## src/oss_pkg.sv

```systemverilog
package oss_pkg;

    localparam int SampleW = 24;
    localparam int IntW    = 48;
    localparam int Frac    = SampleW - 1;
    localparam int CoefW   = 32;
    localparam int HalfW   = IntW / 2;
    localparam int ProdW   = 2 * IntW;
    localparam int CfgIdxW = 3;

    localparam logic signed [IntW-1:0] IMax = {1'b0, {(IntW-1){1'b1}}};
    localparam logic signed [IntW-1:0] IMin = {1'b1, {(IntW-1){1'b0}}};
    localparam logic signed [IntW-1:0] One  = IntW'(64'd1 << Frac);
    localparam logic signed [IntW-1:0] SoftCoef = IntW'(64'd189837554);

    // Configuration register indexes.
    typedef enum logic [CfgIdxW-1:0] {
        CFG_IN_GAIN   = 3'd0,
        CFG_OUT_GAIN  = 3'd1,
        CFG_HP_AMOUNT = 3'd2,
        CFG_LP_B0     = 3'd3,
        CFG_LP_A1     = 3'd4,
        CFG_LP_A2     = 3'd5
    } t_cfg_idx;

    // Right shift applied to a product before rounding.
    typedef enum logic [2:0] {
        SH18 = 3'd0,
        SH23 = 3'd1,
        SH29 = 3'd2,
        SH30 = 3'd3,
        SH32 = 3'd4
    } t_shift;

    // One step is one multiply on the shared unit plus its writeback.
    typedef enum logic [4:0] {
        ST_GAIN  = 5'd0,
        ST_HP    = 5'd1,
        ST_B1_B0 = 5'd2,
        ST_B1_X1 = 5'd3,
        ST_B1_X2 = 5'd4,
        ST_B1_Y1 = 5'd5,
        ST_B1_Y2 = 5'd6,
        ST_SQ    = 5'd7,
        ST_P4    = 5'd8,
        ST_P5    = 5'd9,
        ST_SOFT  = 5'd10,
        ST_B2_B0 = 5'd11,
        ST_B2_X1 = 5'd12,
        ST_B2_X2 = 5'd13,
        ST_B2_Y1 = 5'd14,
        ST_B2_Y2 = 5'd15,
        ST_OUTG  = 5'd16
    } t_step;

    typedef struct packed {
        logic  load_in;
        logic  start;
        logic  wb;
        logic  out_load;
        t_step step;
    } t_cmd;

    typedef struct packed {
        logic mul_done;
        logic out_free;
    } t_sts;

    function automatic logic signed [IntW-1:0] sat_add(
        input logic signed [IntW-1:0] a, input logic signed [IntW-1:0] b);
        logic signed [IntW:0] s;
        s = {a[IntW-1], a} + {b[IntW-1], b};
        if (s[IntW] != s[IntW-1]) begin
            return s[IntW] ? IMin : IMax;
        end
        return s[IntW-1:0];
    endfunction

    function automatic logic signed [IntW-1:0] sat_sub(
        input logic signed [IntW-1:0] a, input logic signed [IntW-1:0] b);
        logic signed [IntW:0] s;
        s = {a[IntW-1], a} - {b[IntW-1], b};
        if (s[IntW] != s[IntW-1]) begin
            return s[IntW] ? IMin : IMax;
        end
        return s[IntW-1:0];
    endfunction

    // Hard clip to plus or minus one.
    function automatic logic signed [IntW-1:0] clip_one(input logic signed [IntW-1:0] a);
        if (a > One) begin
            return One;
        end
        if (a < -One) begin
            return -One;
        end
        return a;
    endfunction

    function automatic logic [SampleW-1:0] sat_sample(input logic signed [IntW-1:0] a);
        if (a > One - 1) begin
            return {1'b0, {(SampleW-1){1'b1}}};
        end
        if (a < -One) begin
            return {1'b1, {(SampleW-1){1'b0}}};
        end
        return a[SampleW-1:0];
    endfunction

endpackage

```

## src/oss_ctrl.sv

```systemverilog
module oss_ctrl (
    input  logic          i_clk,
    input  logic          i_rst_n,
    input  logic          i_in_valid,
    output logic          o_in_stall,
    input  oss_pkg::t_sts i_sts,
    output oss_pkg::t_cmd o_cmd
);

    typedef enum logic [3:0] {
        S_IDLE  = 4'b0001,
        S_ISSUE = 4'b0010,
        S_WAIT  = 4'b0100,
        S_OUT   = 4'b1000
    } t_state;

    t_state         r_state;
    t_state         n_state;
    oss_pkg::t_step r_step;
    oss_pkg::t_step n_step;
    logic           accept;

    assign accept     = i_in_valid && (r_state == S_IDLE);
    assign o_in_stall = (r_state != S_IDLE);

    // Step through the multiply schedule one step at a time.
    always_comb begin
        n_state = r_state;
        n_step  = r_step;
        case (r_state)
            S_IDLE: begin
                if (accept) begin
                    n_state = S_ISSUE;
                    n_step  = oss_pkg::ST_GAIN;
                end
            end
            S_ISSUE: begin
                n_state = S_WAIT;
            end
            S_WAIT: begin
                if (i_sts.mul_done) begin
                    if (r_step == oss_pkg::ST_OUTG) begin
                        n_state = S_OUT;
                    end else begin
                        n_state = S_ISSUE;
                        n_step  = oss_pkg::t_step'(r_step + 5'd1);
                    end
                end
            end
            S_OUT: begin
                if (i_sts.out_free) begin
                    n_state = S_IDLE;
                end
            end
            default: begin
                n_state = S_IDLE;
            end
        endcase
    end

    always_ff @(posedge i_clk) begin
        if (!i_rst_n) begin
            r_state <= S_IDLE;
            r_step  <= oss_pkg::ST_GAIN;
        end else begin
            r_state <= n_state;
            r_step  <= n_step;
        end
    end

    // Commands to the datapath.
    always_comb begin
        o_cmd.load_in  = accept;
        o_cmd.start    = (r_state == S_ISSUE);
        o_cmd.wb       = (r_state == S_WAIT) && i_sts.mul_done;
        o_cmd.out_load = (r_state == S_OUT) && i_sts.out_free;
        o_cmd.step     = r_step;
    end

`ifndef SYNTHESIS
    a_accept_starts: assert property (@(posedge i_clk) disable iff (!i_rst_n)
        accept |=> (r_state == S_ISSUE) && (r_step == oss_pkg::ST_GAIN))
        else $error("accepted request did not start the schedule");
    a_out_to_idle: assert property (@(posedge i_clk) disable iff (!i_rst_n)
        o_cmd.out_load |=> (r_state == S_IDLE))
        else $error("controller did not return to idle after output");
`endif

endmodule

```

## config.mk

```make
export PLATFORM = sky130hd
export DESIGN_NAME = oss_ctrl
export DESIGN_NICKNAME = d
export VERILOG_FILES = /design/src/oss_pkg.sv /design/src/oss_ctrl.sv
export SDC_FILE = /design/constraint.sdc
export NUM_CORES = 1
export LEC_CHECK = 0
export ABC_AREA = 1
export BUFFER_PORTS_ARGS = -buffer_cell sky130_fd_sc_hd__buf_4
export CAP_MARGIN = 20
export CORE_ASPECT_RATIO = 1.1
export CORE_MARGIN = 1
export CORE_UTILIZATION = 40
export CTS_CLUSTER_DIAMETER = 30
export DETAILED_ROUTE_END_ITERATION = 8
export PLACE_DENSITY = 0.59
export SLEW_MARGIN = 15
export SYNTH_ARGS = -nofsm -noshare
export SYNTH_HDL_FRONTEND = slang
export SYNTH_SLANG_ARGS = --single-unit
```

## constraint.sdc

```tcl
create_clock -name i_clk -period 1.45 [get_ports i_clk]
set_input_delay 0.2175 -clock i_clk [delete_from_list [all_inputs] [get_ports i_clk]]
set_output_delay 0.2175 -clock i_clk [all_outputs]
set_load 0.01 [all_outputs]
```

-- Yosys cells after proc, flatten, opt, wreduce, memory -nomap -nowiden
Index checks and enable logic that the tools add are counted.
- flip-flop bits (word level): 9
- bits of input ports: 5
- word-level logic and storage cells: 28
- reduce and logical (&&, ||, !) cells: 6
- $add $sub $neg: 1
- multiplexer cells: 9
- equal/unequal tests: 10
- operators by type and width (kind ; count):
    $mux W4 ; 4
    $pmux W4 S4 ; 1
    $mux W5 ; 3
    $pmux W5 S2 ; 1
    $ne A2 B2 Y1 const B ; 4
    $add A5 B1 Y5 const B ; 1
    $eq A5 B5 Y1 const B ; 1
    $eq A4 B1 Y1 const B ; 1
    $eq A4 B2 Y1 const B ; 1
    $eq A4 B3 Y1 const B ; 1
    $eq A4 B4 Y1 const B ; 1
    $ne A4 B1 Y1 const B ; 1
    $reduce_and A4 Y1 ; 1
    $logic_and A1 B1 Y1 ; 3
    $reduce_and A3 Y1 ; 1
    $reduce_bool A2 Y1 ; 1

-- Longest topological paths before layout
Gate-level depths: netlist (run 1).
- word-level depth: 4
- depth in mapped cells: 11
- mapped depth without buffers: 11

-- Worst setup path after synthesis (run 1)
OpenSTA, ideal clock, no wires.
- kind: reg-to-reg
- start point: register r_step[0]
- end point: register r_step[3]
- period minus slack after synthesis: 1320 ps
- data required time: 1388 ps
- setup slack: 130 ps
- cell stages (with the launch flop): 12
- arrival time: 1259 ps
- cell sequence: dfxtp_1 > inv_1 > ha_1 > nand2_1 > inv_1 > nand2_1 > nand2_2 > nand2_4 > nand2_4 > inv_4 > nor2_2 > nor2_2
- word-level cells in the longest chain between the ends: 4
- RTL lines (item ; line ; RTL):
    from (decl) ; oss_ctrl.sv:19 ; oss_pkg::t_step r_step;
    from (signal assigned) ; oss_ctrl.sv:64 ; r_step <= oss_pkg::ST_GAIN;
    from (signal assigned) ; oss_ctrl.sv:67 ; r_step <= n_step;
    $add A5 B1 Y5 ; oss_ctrl.sv:46 ; n_step = oss_pkg::t_step'(r_step + 5'd1);
    $mux W5 ; oss_ctrl.sv:42 ; if (r_step == oss_pkg::ST_OUTG) begin
    $mux W5 ; oss_ctrl.sv:41 ; if (i_sts.mul_done) begin
    $pmux W5 S2 ; oss_ctrl.sv:30 ; case (r_state)
Several ways; a longest one is shown, not always the timed one. The select of a mux whose other input is x is not followed.
A chain may end at the register's enable or synchronous reset.

==> results.py, run 1 <==
metrics = {
    "final_layout": {
        "drive_gt1_share_pct": 40.0,
        "num_antenna_cells": 0,
        "final_cells": 126,
        "fin_area_um2": 785,
        "area_growth_syn_to_layout_pct": 25.9,
        "num-nets-final": 118,
    },
    "global_routing": {
        "grt_pass1_wl_um": 2350,
        "grt_max_degree": 9,
        "antenna_found_initial": 0,
        "gr-total-overflow": 0,
        "first_global_vias": 598,
        "grt_usage_pct": 20.4,
    },
    "logic_synthesis": {
        "synth_fp_nets": 99,
        "syn_inst": 92,
        "ys_top_cells_by_area": "dfxtp_1 29%, nand3_1 10%, nand2_1 9.0%",
        "syn_area_per_cell_um2": 6.77,
        "synth_cell_types": 19,
        "yosysTopAreaCellShare_pct": 28.9,
        "synth_area_um2": 623,
        "ys_warn_count": 0,
        "synth_seq_cells": 9,
        "ys_seq_area_share_pct": 28.9,
        "synth_top_area_cell": "dfxtp_1",
    },
    "min_path": {
        "hold_end": "r_state[3]",
        "holdPathStages": 3,
        "hold_start": "i_rst_n",
        "hp-class": "in2reg",
    },
    "floorplanning": {
        "die_w_um": 39.6,
        "pin_count": 15,
        "initial_core_util_pct": 44.5,
        "rows": 14,
        "die_area_um2": 1720,
        "die_height_um": 43.4,
        "core_um2": 1400,
    },
    "place": {
        "place_hpwl_um": 1120,
        "placed_cells": 122,
        "placed_area_um2": 744,
        "dp_slack_ns": 0.122,
        "gp_congestion": 0.725,
        "portBuffers": 14,
    },
    "power_and_ir_drop": {
        "power_mw": 1.78,
        "p_per_area_nw_per_um2": 2260,
        "p_int_uw": 907,
        "seqPwrFrac_pct": 26.2,
        "leakagePower_nw": 0.376,
        "ir_drop_uv": 1120,
        "clkPwrFrac_pct": 11.7,
        "combPwrFrac_pct": 62.1,
        "swShare_pct": 48.9,
        "power.switching_uw": 868,
    },
    "clock_tree": {
        "clk_path_buf_depth": 2,
        "clock-sinks": 9,
        "cts_buffers": 3,
        "cts_tree": "done",
        "cts_hold_buf": 0,
        "root_buffer": "clkbuf_4",
        "clock_latency_ns": 0.27,
        "clkTransAtPathRegs_ns": 0.07,
        "cts_setup_buffers": 0,
        "h-tree-depth": 1,
    },
    "worst_setup_path": {
        "startpoint": "r_state[1]",
        "cp.depth": 4,
        "slowest_stage": "dfxtp_1",
        "cp-end-kind": "primary output",
        "max_stage_delay_ns": 0.35,
        "crit_type": "reg2out",
        "r2r_setup_slack_ns": 0.14,
        "worst-path-max-fanout": 4,
        "critPathTopFamily": "simple AND/OR/NAND/NOR gates",
        "cp.arrival_ns": 1.16,
        "rr_worst_depth": 10,
        "cp-start-kind": "flop",
        "r2r_end": "r_step[3]",
        "required_ns": 1.23,
        "crit_chain": "nor2_2, nand3_1, nor2_1, buf_4",
        "rr_startpoint": "r_step[0]",
        "critical_path_buf_inv_count": 1,
    },
    "drt": {
        "antenna_left": 0,
        "detail_route.iter0.violations": 0,
        "route.detailed.drc": 0,
        "wirelength_um": 1430,
        "route.vias.total": 615,
        "drt_first_pass_iters": 1,
        "wire_per_inst_um": 11.3,
        "viasPerCell": 4.88,
    },
    "sta": {
        "clock.fmax_ghz": 0.727,
        "setup_viol": 0,
        "setup_ws_ns": 0.0753,
        "fin_crit_ns": 1.37,
        "worst_slew_pin_slew_ns": 0.296,
        "hold_viol_final": 0,
        "fin_crit_sh_pct": 94.8,
        "clock_skew_ns": 0.00144,
        "tns_ns": 0,
        "slew_viol_final": 0,
        "slew_headroom_pct": 80.2,
        "rsz0062_at_grt": "yes",
    },
    "status": {
        "outcome": "completed",
    },
    "flow_run": {
        "maxCapViolations": 0,
    },
}
==> final cells by class <==
cell class	count	area, um2
fillers	152	617
flip-flops and latches	9	181
well taps	16	20.0
repair buffers	16	120
multi-input cells	66	375
clock buffers	4	26.3
inverters	15	61.3
==> flip-flops by register name, indices dropped and copies added (netlist names) <==
signal,count
r_step,5
r_state,4
==> how the worst max path moves through the flow <==
stage | to | slack, ns
2_1_floorplan | r_step[3] | 0.13
3_3_place_gp | r_step[3] | 0.14
3_5_place_dp | r_step[3] | 0.12
4_1_cts | o_cmd[8] | 0.04
5_1_grt | o_cmd[6] | -0.02
6_report | o_cmd[5] | 0.08
==> per-stage QoR <==
stage / hold WS (ns) / utilization [%]
floorplan: 0.344 / -
global placement: 0.501 / 53.1
detailed placement: 0.510 / 53.1
CTS: 0.220 / 55.0
global route: 0.242 / 56.0
finish: 0.226 / 56.0
==> cells in the mapped netlist (all sizes together) <==
cell	number
nand2	21
ha	2
a21oi	2
nand3	13
inv	15
buf	2
o21bai	2
nand4	2
dfxtp	9
nor2	22
xnor2	1
o21ai	1
==> cell families (layout without fill, tap and decap cells) <==
family	after synthesis	after routing	share of synthesized area, %
xor+xnor	1	1	1.41
buf+inv	17	35	12.9
simple gates	58	58	46.8
fa+ha+maj	2	2	4.02
compound gates	5	5	6.02
flops	9	9	28.9
==> worst register-to-register path, cell delays in order, from the launching register on <==
cell and delay [ns]:
dfxtp_1 0.35, inv_1 0.08, ha_1 0.19, nand2_1 0.06, inv_1 0.04, nand2_1 0.09
nand2_2 0.08, nand2_4 0.11, nand3_1 0.10, nand2_1 0.09, nor2_2 0.04
==> power by group through the flow <==
stage                     registers (mW)  logic [mW]  clock network [mW]
final                              0.465        1.10               0.208
after floorplan                    0.479       0.739                   0
after global placement             0.458        1.08                   0
after global routing               0.477        1.22               0.228
after CTS                          0.452        1.10               0.214
after detailed placement           0.456        1.09                   0
==> layout by cell type, fill, tap and decap left out <==
cell,n
nor2_2,12
o21ai_2,1
ha_1,2
o21bai_1,2
buf_4,16
xnor2_1,1
nand2_4,2
nor2_4,1
nand3_1,13
inv_4,2
dfxtp_2,1
nor2_1,9
nand2_1,14
nand2_2,5
dfxtp_1,8
nand4_1,2
clkbuf_1,1
a21oi_1,1
a21oi_2,1
clkbuf_4,3
inv_1,13
==> per-layer routing <==
layer	part of all wire (%)	track usage (%)	vias to the layer above
met2	56	38.4	13
met5	0	0	-
met1	38	19.3	281
li1	-	-	319
met4	1.5	10.3	0
met3	4.1	4.62	2
==> repair_timing <==
action                                  in CTS  in global routing
gates resized for setup                      0                  6
endpoints found under the setup margin       0                  6
hold endpoints to repair                     0                  0
Note: power is estimated with default switching activity, not from simulation.
==> run 2: changes to the inputs <==
--- a/config.mk
+++ b/config.mk
@@ -6,12 +6,12 @@
 export NUM_CORES = 1
 export LEC_CHECK = 0
 export ABC_AREA = 1
-export BUFFER_PORTS_ARGS = -buffer_cell sky130_fd_sc_hd__buf_4
+export BUFFER_PORTS_ARGS = -buffer_cell sky130_fd_sc_hd__buf_2
 export CAP_MARGIN = 20
 export CORE_ASPECT_RATIO = 1.1
 export CORE_MARGIN = 1
 export CORE_UTILIZATION = 40
-export CTS_CLUSTER_DIAMETER = 30
+export CTS_CLUSTER_DIAMETER = 80
 export DETAILED_ROUTE_END_ITERATION = 8
 export PLACE_DENSITY = 0.59
 export SLEW_MARGIN = 15
==> results.py, run 2 (synthesized netlist as in run 1, its figures left out) <==
metrics = {
    "worst_setup_path": {
        "slowest_stage": "dfxtp_1",
        "crit_type": "reg2out",
        "crit_chain": "inv_1, nor2_2, nand2_2, nor2_1, buf_2",
        "cp-start-kind": "flop",
        "cp-end-kind": "primary output",
        "critical_path_buf_inv_count": 2,
        "critPathTopFamily": "flip-flops",
        "max_stage_delay_ns": 0.35,
        "worst-path-max-fanout": 4,
        "required_ns": 1.23,
        "cp.arrival_ns": 1.16,
    },
    "final_layout": {
        "fillers": 154,
        "num_antenna_cells": 0,
        "top_register": "r_step",
        "num-nets-final": 117,
        "mostFrequentLayoutCells": "14 x nand2_1, 14 x buf_2, 13 x inv_1, 13 x nand3_1, 11 x nor2_2",
        "largest_reg_flops": 5,
        "biggestRegsByFlops": "r_step x5, r_state x4",
        "area_growth_syn_to_layout_pct": 18.9,
        "drive_gt1_share_pct": 39.4,
    },
    "power_and_ir_drop": {
        "leakagePower_nw": 0.367,
        "combPwrFrac_pct": 59.9,
        "p_int_uw": 834,
        "power_mw": 1.66,
        "ir_drop_uv": 1050,
        "p_per_area_nw_per_um2": 2250,
        "power.switching_uw": 831,
        "clkPwrFrac_pct": 12.0,
        "seqPwrFrac_pct": 28.1,
        "swShare_pct": 49.9,
    },
    "sta": {
        "hold_viol_final": 0,
        "fin_crit_sh_pct": 94.8,
        "rsz0062_at_grt": "yes",
        "worst_slew_pin_slew_ns": 0.297,
        "setup_viol": 0,
        "setup_ws_ns": 0.0750,
        "fin_crit_ns": 1.38,
        "hold-worst-slack_ns": 0.248,
        "clock_skew_ns": 0.00284,
        "slew_viol_final": 0,
        "clock.fmax_ghz": 0.727,
        "slew_headroom_pct": 80.2,
    },
    "drt": {
        "viasPerCell": 4.82,
        "route.detailed.drc": 0,
        "route.vias.total": 603,
        "detail_route.iter0.violations": 6,
        "drt_first_pass_iters": 3,
        "wire_per_inst_um": 10.0,
        "antenna_left": 0,
        "wirelength_um": 1260,
    },
    "clock_tree": {
        "clock_latency_ns": 0.26,
        "clk_path_buf_depth": 2,
        "cts_hold_buf": 0,
        "ctsResizeCount": 0,
        "cts_setup_buffers": 0,
        "root_buffer": "clkbuf_4",
        "cts_buffers": 3,
        "clkTransAtPathRegs_ns": 0.06,
        "h-tree-depth": 1,
        "clock-sinks": 9,
        "cts_tree": "done",
    },
    "place": {
        "gp_congestion": 0.801,
        "dp_slack_ns": 0.121,
        "portBuffers": 14,
        "place_hpwl_um": 983,
    },
    "global_routing": {
        "first_global_vias": 524,
        "grt_pass1_wl_um": 2130,
        "grt_max_degree": 9,
        "antenna_found_initial": 0,
        "grt_usage_pct": 18.4,
        "gr-total-overflow": 0,
    },
    "floorplanning": {
        "die_area_um2": 1720,
        "pin_count": 15,
        "rows": 14,
        "initial_core_util_pct": 44.5,
        "die_height_um": 43.4,
        "core_um2": 1400,
        "die_w_um": 39.6,
    },
    "status": {
        "outcome": "completed",
    },
    "min_path": {
        "hp-class": "in2reg",
    },
    "flow_run": {
        "maxCapViolations": 0,
    },
}
==> run 2: cell count changes in the layout (fill, tap and decap cells not counted), sizes merged <==
cell / before / now
buf: 16 / 15
==> run 2: final cells by class <==
type	count	area, um2	area share, %
Timing Repair Buffer	15	77.6	10.5
Clock buffer	4	26.3	3.55
Tap cell	16	20.0	2.70
Sequential cell	9	183	24.7
Inverter	15	61.3	8.28
Multi-Input combinational cell	66	373	50.3
==> run 2: power by group through the flow <==
stage	registers [mW]	clock network (mW)	logic (mW)
6_report	0.467	0.201	0.997
5_1_grt	0.486	0.217	1.13
4_1_cts	0.454	0.208	1.00
3_5_place_dp	0.458	0	0.992
3_3_place_gp	0.455	0	0.983
2_1_floorplan	0.479	0	0.739
==> run 2: worst reg2reg max path, cell delays in order (launching register included) <==
cell and delay (ns):
dfxtp_2 0.38, inv_1 0.05, ha_1 0.17, nand2_1 0.06
inv_1 0.03, nand2_1 0.08, nand2_2 0.07, nand2_4 0.10
nand2_4 0.08, inv_4 0.09, nor2_2 0.04, nor2_2 0.07
==> run 2: stage by stage <==
step / cell area, um2 / utilization (%) / setup TNS [ns] / std cells
5_1_grt: 741 / 52.9 / -0.0279 / 125
2_1_floorplan: 623 / - / 0 / 92
4_1_cts: 728 / 52.0 / 0 / 125
3_3_place_gp: 702 / 50.1 / 0 / 121
6_report: 741 / 52.9 / 0 / 125
3_5_place_dp: 702 / 50.1 / 0 / 121
==> run 2: final timing paths <==
kind	slack, ns	cells after the start	start	to
setup reg to reg	0.18	11	r_step[1]	r_step[1]
hold / removal	0.25	3	i_rst_n	r_state[3]
hold reg to reg	0.53	2	r_step[1]	r_step[1]
setup / recovery	0.07	5	r_state[0]	o_cmd[8]
==> run 2: per-layer routing <==
| layer | vias to the layer above | GRT usage, % | wire [um] |
|---|---|---|---|
| met1 | 266 | 19.7 | 535 |
| met5 | - | 0 | 0 |
| met3 | 5 | 3.08 | 46 |
| met4 | 0 | 12.4 | 38 |
| li1 | 318 | - | - |
| met2 | 14 | 31.5 | 635 |
